`src/hdl/crc16ce_pkg.sv`:
```
// Shared types, register codes and bit-reversal helpers for the CRC-16 engine.
package crc16ce_pkg;

  localparam int unsigned CrcW  = 16;
  localparam int unsigned ByteW = 8;
  localparam int unsigned AddrW = 3;

  localparam logic [CrcW-1:0] PolyReset = 16'h1021;
  localparam logic [CrcW-1:0] InitReset = 16'h0000;
  localparam logic [CrcW-1:0] XorReset  = 16'h0000;

  typedef enum logic [AddrW-1:0] {
    REG_POLY        = 3'd0,
    REG_INIT        = 3'd1,
    REG_REFLECT_IN  = 3'd2,
    REG_REFLECT_OUT = 3'd3,
    REG_XOR_OUT     = 3'd4
  } reg_idx_t;

  typedef struct packed {
    logic [CrcW-1:0] poly;
    logic [CrcW-1:0] init;
    logic            refl_in;
    logic            refl_out;
    logic [CrcW-1:0] xor_out;
  } cfg_t;

  function automatic logic [ByteW-1:0] flip8(input logic [ByteW-1:0] v);
    logic [ByteW-1:0] r;
    for (int i = 0; i < ByteW; i++) begin
      r[i] = v[ByteW-1-i];
    end
    return r;
  endfunction

  function automatic logic [CrcW-1:0] flip16(input logic [CrcW-1:0] v);
    logic [CrcW-1:0] r;
    for (int i = 0; i < CrcW; i++) begin
      r[i] = v[CrcW-1-i];
    end
    return r;
  endfunction

endpackage

```
`src/hdl/crc16_configurable_engine.sv`:
```
// Top level: CRC-16 engine with configurable polynomial, init, reflection and output mask.
// A byte is registered in the input register on acceptance and folds from there; a last
//   byte waits while the result register is occupied, then its result is registered there.
// Throughput: one byte per cycle (the byte fold is combinational) unless a last byte waits on the result.
// Reset (rst_n low, synchronous): both stages empty, registers at their reset values
//   (polynomial 0x1021, everything else zero), remainder loaded with zero.
module crc16_configurable_engine (
  input  logic        clk,
  input  logic        rst_n,
  // input stream
  input  logic        in_tvalid,
  output logic        in_tready,
  input  logic [7:0]  in_tdata,   // [7:0] data_byte
  input  logic        in_tlast,   // last_byte
  // result stream
  output logic        out_tvalid,
  input  logic        out_tready,
  output logic [31:0] out_tdata,  // [15:0] crc_value, [31:16] raw_remainder
  // configuration write port
  input  logic        cfg_we,
  input  logic [2:0]  cfg_addr,
  input  logic [15:0] cfg_wdata
);
  import crc16ce_pkg::*;

  cfg_t            cfg;
  logic            init_load;

  // Input register: holds one accepted transaction until it folds.
  logic             in_vld_r;
  logic [ByteW-1:0] byte_r;
  logic             last_r;

  // Running remainder.
  logic [CrcW-1:0]  rem_r, rem_nxt;

  // Result register.
  logic             out_vld_r;
  logic [CrcW-1:0]  crc_r;
  logic [CrcW-1:0]  raw_r;

  logic [CrcW-1:0]  fold_rem;
  logic [CrcW-1:0]  fold_crc;
  logic             fold_go;
  logic             res_load;
  logic             in_acc;

  crc16ce_cfg u_cfg (
    .clk         (clk),
    .rst_n       (rst_n),
    .cfg_we      (cfg_we),
    .cfg_addr    (cfg_addr),
    .cfg_wdata   (cfg_wdata),
    .cfg_o       (cfg),
    .init_load_o (init_load)
  );

  crc16ce_fold u_fold (
    .cfg_i  (cfg),
    .rem_i  (rem_r),
    .byte_i (byte_r),
    .rem_o  (fold_rem),
    .crc_o  (fold_crc)
  );

  // Fold the held byte unless it is a last byte and the result slot is still occupied.
  assign fold_go  = in_vld_r && (!last_r || !out_vld_r || out_tready);
  assign res_load = fold_go && last_r;
  assign in_tready = !in_vld_r || fold_go;
  assign in_acc    = in_tvalid && in_tready;

  // Advance the remainder; reload the init value after a last byte or on an init write.
  always_comb begin
    rem_nxt = rem_r;
    if (init_load) begin
      rem_nxt = cfg_wdata;
    end else if (fold_go) begin
      rem_nxt = last_r ? cfg.init : fold_rem;
    end
  end

  always_ff @(posedge clk) begin
    if (!rst_n) begin
      in_vld_r  <= 1'b0;
      out_vld_r <= 1'b0;
      rem_r     <= InitReset;
    end else begin
      rem_r <= rem_nxt;
      if (in_acc) begin
        in_vld_r <= 1'b1;
      end else if (fold_go) begin
        in_vld_r <= 1'b0;
      end
      if (res_load) begin
        out_vld_r <= 1'b1;
      end else if (out_tready) begin
        out_vld_r <= 1'b0;
      end
    end
  end

  // Payload registers: capture without reset.
  always_ff @(posedge clk) begin
    if (in_acc) begin
      byte_r <= in_tdata;
      last_r <= in_tlast;
    end
    if (res_load) begin
      crc_r <= fold_crc;
      raw_r <= fold_rem;
    end
  end

  assign out_tvalid = out_vld_r;
  assign out_tdata  = {raw_r, crc_r};

endmodule

```
`src/hdl/crc16ce_cfg.sv`:
```
// Configuration register file for the CRC-16 engine.
module crc16ce_cfg (
  input  logic                       clk,
  input  logic                       rst_n,
  input  logic                       cfg_we,
  input  logic [crc16ce_pkg::AddrW-1:0] cfg_addr,
  input  logic [crc16ce_pkg::CrcW-1:0]  cfg_wdata,
  output crc16ce_pkg::cfg_t          cfg_o,
  output logic                       init_load_o
);
  import crc16ce_pkg::*;

  cfg_t cfg_r, cfg_nxt;

  always_comb begin
    cfg_nxt     = cfg_r;
    init_load_o = 1'b0;
    if (cfg_we) begin
      case (cfg_addr)
        REG_POLY:        cfg_nxt.poly     = cfg_wdata;
        REG_INIT: begin
          cfg_nxt.init = cfg_wdata;
          init_load_o  = 1'b1;
        end
        REG_REFLECT_IN:  cfg_nxt.refl_in  = cfg_wdata[0];
        REG_REFLECT_OUT: cfg_nxt.refl_out = cfg_wdata[0];
        REG_XOR_OUT:     cfg_nxt.xor_out  = cfg_wdata;
        default:         cfg_nxt = cfg_r;  // unmapped index: drop the write
      endcase
    end
  end

  always_ff @(posedge clk) begin
    if (!rst_n) begin
      cfg_r.poly     <= PolyReset;
      cfg_r.init     <= InitReset;
      cfg_r.refl_in  <= 1'b0;
      cfg_r.refl_out <= 1'b0;
      cfg_r.xor_out  <= XorReset;
    end else begin
      cfg_r <= cfg_nxt;
    end
  end

  assign cfg_o = cfg_r;

endmodule

```
`src/hdl/crc16ce_fold.sv`:
```
// Byte-wide CRC-16 fold (eight unrolled shift steps) and final CRC formatting.
module crc16ce_fold (
  input  crc16ce_pkg::cfg_t              cfg_i,
  input  logic [crc16ce_pkg::CrcW-1:0]   rem_i,
  input  logic [crc16ce_pkg::ByteW-1:0]  byte_i,
  output logic [crc16ce_pkg::CrcW-1:0]   rem_o,
  output logic [crc16ce_pkg::CrcW-1:0]   crc_o
);
  import crc16ce_pkg::*;

  logic [ByteW-1:0] byte_in;
  logic [CrcW-1:0]  acc;

  always_comb begin
    byte_in = cfg_i.refl_in ? flip8(byte_i) : byte_i;
    acc     = rem_i ^ {byte_in, {(CrcW-ByteW){1'b0}}};
    for (int b = 0; b < ByteW; b++) begin
      acc = acc[CrcW-1] ? ({acc[CrcW-2:0], 1'b0} ^ cfg_i.poly) : {acc[CrcW-2:0], 1'b0};
    end
    rem_o = acc;
    crc_o = (cfg_i.refl_out ? flip16(acc) : acc) ^ cfg_i.xor_out;
  end

endmodule

```
`config.mk`:
```
export PLATFORM = sky130hd
export DESIGN_NAME = crc16_configurable_engine
export DESIGN_NICKNAME = d
export VERILOG_FILES = /design/src/hdl/crc16ce_pkg.sv /design/src/hdl/crc16_configurable_engine.sv /design/src/hdl/crc16ce_cfg.sv /design/src/hdl/crc16ce_fold.sv
export SDC_FILE = /design/constraint.sdc
export NUM_CORES = 1
export LEC_CHECK = 0
export BUFFER_PORTS_ARGS = -buffer_cell sky130_fd_sc_hd__buf_4
export CAP_MARGIN = 20
export CORE_MARGIN = 3
export CORE_UTILIZATION = 40
export DETAILED_ROUTE_END_ITERATION = 16
export PLACE_DENSITY = 0.63
export SYNTH_ARGS = -nofsm -noshare
export SYNTH_HDL_FRONTEND = slang
export SYNTH_SLANG_ARGS = --single-unit
```
`constraint.sdc`:
```
create_clock -name clk -period 10.2 [get_ports clk]
set_clock_uncertainty 0.05 [all_clocks]
set_input_delay 3.06 -clock clk [delete_from_list [all_inputs] [get_ports clk]]
set_output_delay 3.06 -clock clk [all_outputs]
set_load 0.05 [all_outputs]
```
== After elaboration in Yosys (flattened, before gate mapping) ==
Index checks and enable logic that the tools add are counted.

* Bits of input ports: 33
* Flip-flop bits (word level): 109
* Logic and storage cells: 63
* Output and inout port bits: 34

* Reductions and logical operators: 18
* Equal/unequal tests: 4
* Bitwise logic cells: 10
* Muxes and demuxes: 19

{| class="wikitable"
|+ Operator list
! kind !! number
|-
| two-way mux 16 bit || 12
|-
| XOR 16 bit || 10
|-
| AND reduction 2 bit || 5
|-
| two-way mux 8 bit || 1
|-
| equality test 3 x 2 -> 1 bit (second input constant) || 2
|-
| two-way mux 1 bit || 6
|-
| nonzero test 2 bit || 3
|-
| equality test 3 x 1 -> 1 bit (second input constant) || 1
|-
| equality test 3 bit (second input constant) || 1
|-
| logical AND 1 bit || 3
|-
| zero test 1 bit || 3
|-
| zero test 3 bit || 1
|-
| logical OR 1 bit || 3
|}

== Logic depth before layout (Yosys ltp) ==
* Depth in word-level cells: 21
* Gate-level depth with buffers: 19
* Gate-level depth less buffers: 15

== Hierarchy ==
From an unflattened synthesis, not the netlist that was laid out.

* Cells, all modules: 800
* Area, all modules: 7,721.2 um2

{| class="wikitable"
|+ By module, submodules not included
! module !! cells an instance !! sequential area each (um2) !! times used !! area an instance (um2)
|-
| crc16ce_fold || 466 || 0.0 || 1 || 3,500.9
|-
| crc16_configurable_engine || 146 || 1,591.5 || 1 || 2,273.4
|-
| crc16ce_cfg || 188 || 1,001.0 || 1 || 1,946.9
|}

== Worst setup path after synthesis ==
OpenSTA, ideal clock, no wires.

* Kind: input-to-output
* From: input port out_tready
* To: output port in_tready
* Arrival: 3,765 ps
* Buffers on the path: 0
* Data required time: 7,090 ps
* Path slack: 3,325 ps
* Stages on the path: 2
* Cells stage by stage: nor2b_1 -> nand3_1

* Cells in the longest elaborated chain, start to end: 3

{| class="wikitable"
|+ Ends and longest elaborated chain
! element !! line !! source
|-
| start, declared || crc16_configurable_engine.sv:17 || <nowiki>input logic out_tready,</nowiki>
|-
| logical OR 1 bit || crc16_configurable_engine.sv:67 || <nowiki>assign fold_go = in_vld_r && (!last_r || !out_vld_r || out_tready);</nowiki>
|-
| logical AND 1 bit || crc16_configurable_engine.sv:67 ||
|-
| logical OR 1 bit || crc16_configurable_engine.sv:69 || <nowiki>assign in_tready = !in_vld_r || fold_go;</nowiki>
|-
| end, declared || crc16_configurable_engine.sv:12 || <nowiki>output logic in_tready,</nowiki>
|}

Every way passes these cells.

== Worst setup path in the final report ==
Same ends and word-level chain as after synthesis.

==> impl_metrics.ini <==
[floorplan]
coreArea_sq_mm = 0.0175
rows = 48
start_util_pct = 41.3
design.die.area_sq_mm = 0.0197
pin_count = 67
die_h_microns = 140
die-width_microns = 140

[finish]
drive_gt1_share_pct = 12.6
num-nets-final = 917
area_growth_pct = 13.1
final_cell_mix = nand2_1, xnor2_1, buf_4
n_antenna_cell = 0
mostFrequentLayoutCell = nand2_1

[cts]
postCtsSetupBuffers = 0
cts.sinks = 109
clkLatencyLatePin_ns = 0.35
cts_tree = yes
clockBufferDepth = 2
cts-resized-gates = 0
cts.htree.levels = 3
cts_root_buf = clkbuf_16
hold_buffers = 0
path_clk_slew_ns = 0.07
cts_inserted_buffers = 9

[sta]
setup_viol = 0
max-slew-margin-rel_pct = 31.6
min_period_over_period_pct = 68.3
fin_setup_tns_ns = 0
slew_viol_final = 0
worst_pin_slew_ns = 1.02
max_freq_ghz = 0.143
rsz0062_at_grt = no
hold_viol = 0
fin_crit_ns = 6.97

[detailed_routing]
ant_nets = 0
drc = 0
viasPerCell = 5.54
wirelength_microns = 20400
drt_iter0_drc = 538
dr.pass1.iters = 5
wl_per_cell_microns = 18.3
num_vias = 6166

[worst_hold_path]
hold_path.class = flip-flop to flip-flop

[global_route]
grt_start_max_net_pins = 50
grt_util_all_layers_pct = 20.5
grt_pass1_vias = 5499
antenna_found_initial = 1
grt_remaining_overflow = 0
grt_pass1_wl_microns = 31700

[synth]
ys_seq_elements = 109
syn-cell-area_sq_mm = 0.00722
yosysTopAreaCell = dfxtp_1
syn_nets = 894
synth_edf_count = 41
synth.avg_cell_area_sq_um = 8.39
ys.warnings.count = 0
synth_top_area_share_pct = 18.8
synth_ff_type = dfxtp_1
syn_inst = 861
ys_seq_area_share_pct = 35.9
yosys.cell_types.count = 75
async_flop_share_pct = 0
synthTopCellsByArea = dfxtp_1, edfxtp_1, nand2_1, xnor2_1, mux2i_1

[worst_setup_path]
cp_max_fo = 6
worstPathRequired_ns = 7.09
startpoint_type = input pin
cp.arrival_ns = 3.86
critPathKind = input pin to output pin
crit_path_end_kind = output pin

[pwr]
total_power_mw = 1.42
p_leak_nw = 3.09
p_per_area_mw_per_mm2 = 174
peakVddDrop_v = 0.000100

[placed_design]
gp_congestion = 0.867
post-dp-hpwl_microns = 14100
io_buffers = 66

[status]
status = complete, no violations

[job]
max_cap_viol_count = 0
[per-layer routing]
| layer | track usage (%) | part of all wire, % | vias up |
|---|---|---|---|
| li1 | - | - | 2999 |
| met1 | 29.4 | 45 | 2955 |
| met2 | 32.4 | 47 | 190 |
| met3 | 3.76 | 6.2 | 20 |
| met4 | 4.49 | 1.2 | 2 |
| met5 | 0 | 0.064 | - |
[stage by stage]
step           hold slack, ns  cells  cell area (sq um)  setup slack, ns  util (%)
6_report                0.403   1114               8170             3.23      46.8
5_1_grt                 0.427   1114               8170             3.16      46.8
4_1_cts                 0.402   1113               8170             3.23      46.7
3_5_place_dp            0.392   1097               7840             3.25      44.9
3_3_place_gp            0.387   1096               7830             3.25      44.8
2_1_floorplan           0.381    861               7220             3.32         -
[layout make-up]
cell class / count / area [sq um]
fillers: 1715 / 9300
multi-input cells: 669 / 4330
flip-flops and latches: 109 / 2590
repair buffers: 76 / 574
well taps: 225 / 282
clock buffers: 9 / 225
clock inverters: 7 / 103
inverters: 19 / 71.3
[logic make-up (layout without fill, tap and decap cells)]
logic type	Yosys count	after routing	share of synthesized area, %
AOI/OAI and AO/OA	173	173	16.5
DFF	109	109	35.9
xor gates and xnor gates	118	118	18.0
and+or+nand+nor	348	348	20.6
buffers and inverters	83	111	4.50
muxes	30	30	4.52
[synthesized netlist by cell type (all sizes together), types with 2 or more instances]
library cell / number
o31ai: 3
xor3: 3
o21ai: 30
nand3: 24
nor3: 9
nand4: 2
nor2b: 6
xor2: 24
inv: 19
o211a: 7
nand2b: 7
o21a: 2
buf: 14
nand2: 239
o211ai: 4
o311ai: 11
clkbuf: 50
nor3b: 4
a31oi: 5
or2: 3
and3: 2
nor2: 31
a21boi: 22
edfxtp: 41
a21o: 2
a2111oi: 2
xnor3: 13
and2: 6
a31o: 4
xnor2: 78
o32ai: 2
mux2i: 29
a211o: 3
nor4: 4
dfxtp: 68
a211oi: 4
or3: 5
a21oi: 49
a32oi: 10
[power breakdown]
group	switching [mW]	total, mW	internal, mW
Sequential	0.0196	0.511	0.491
Combinational	0.324	0.530	0.206
Clock	0.179	0.379	0.200
Total	0.523	1.42	0.897
[worst paths after layout]
path | from | to | slack (ns) | cells past startpoint
worst max-delay path | out_tready | in_tready | 3.23 | 4
worst min-delay path | u_cfg.cfg_o[23]$_SDFFE_PN0P_ | u_cfg.cfg_o[23]$_SDFFE_PN0P_ | 0.40 | 2
worst max register to register | u_cfg.cfg_o[17]$_SDFFE_PN0P_ | crc_r[11]$_DFFE_PP_ | 4.29 | 13
worst min register to register | u_cfg.cfg_o[23]$_SDFFE_PN0P_ | u_cfg.cfg_o[23]$_SDFFE_PN0P_ | 0.40 | 2
[critical path, stage by stage]
cell,delay (ns)
buf_4,0.11
nor2b_1,0.33
nand3_1,0.16
buf_4,0.21
[flip-flops by register name, summed over array words and instances, names as in the netlist]
| register | cells |
|---|---|
| rem_r | 16 |
| u_cfg.cfg_o | 50 |
| out_tvalid | 1 |
| crc_r | 16 |
| in_vld_r | 1 |
| last_r | 1 |
| byte_r | 8 |
| raw_r | 16 |
(Power assumes the default switching activity.)
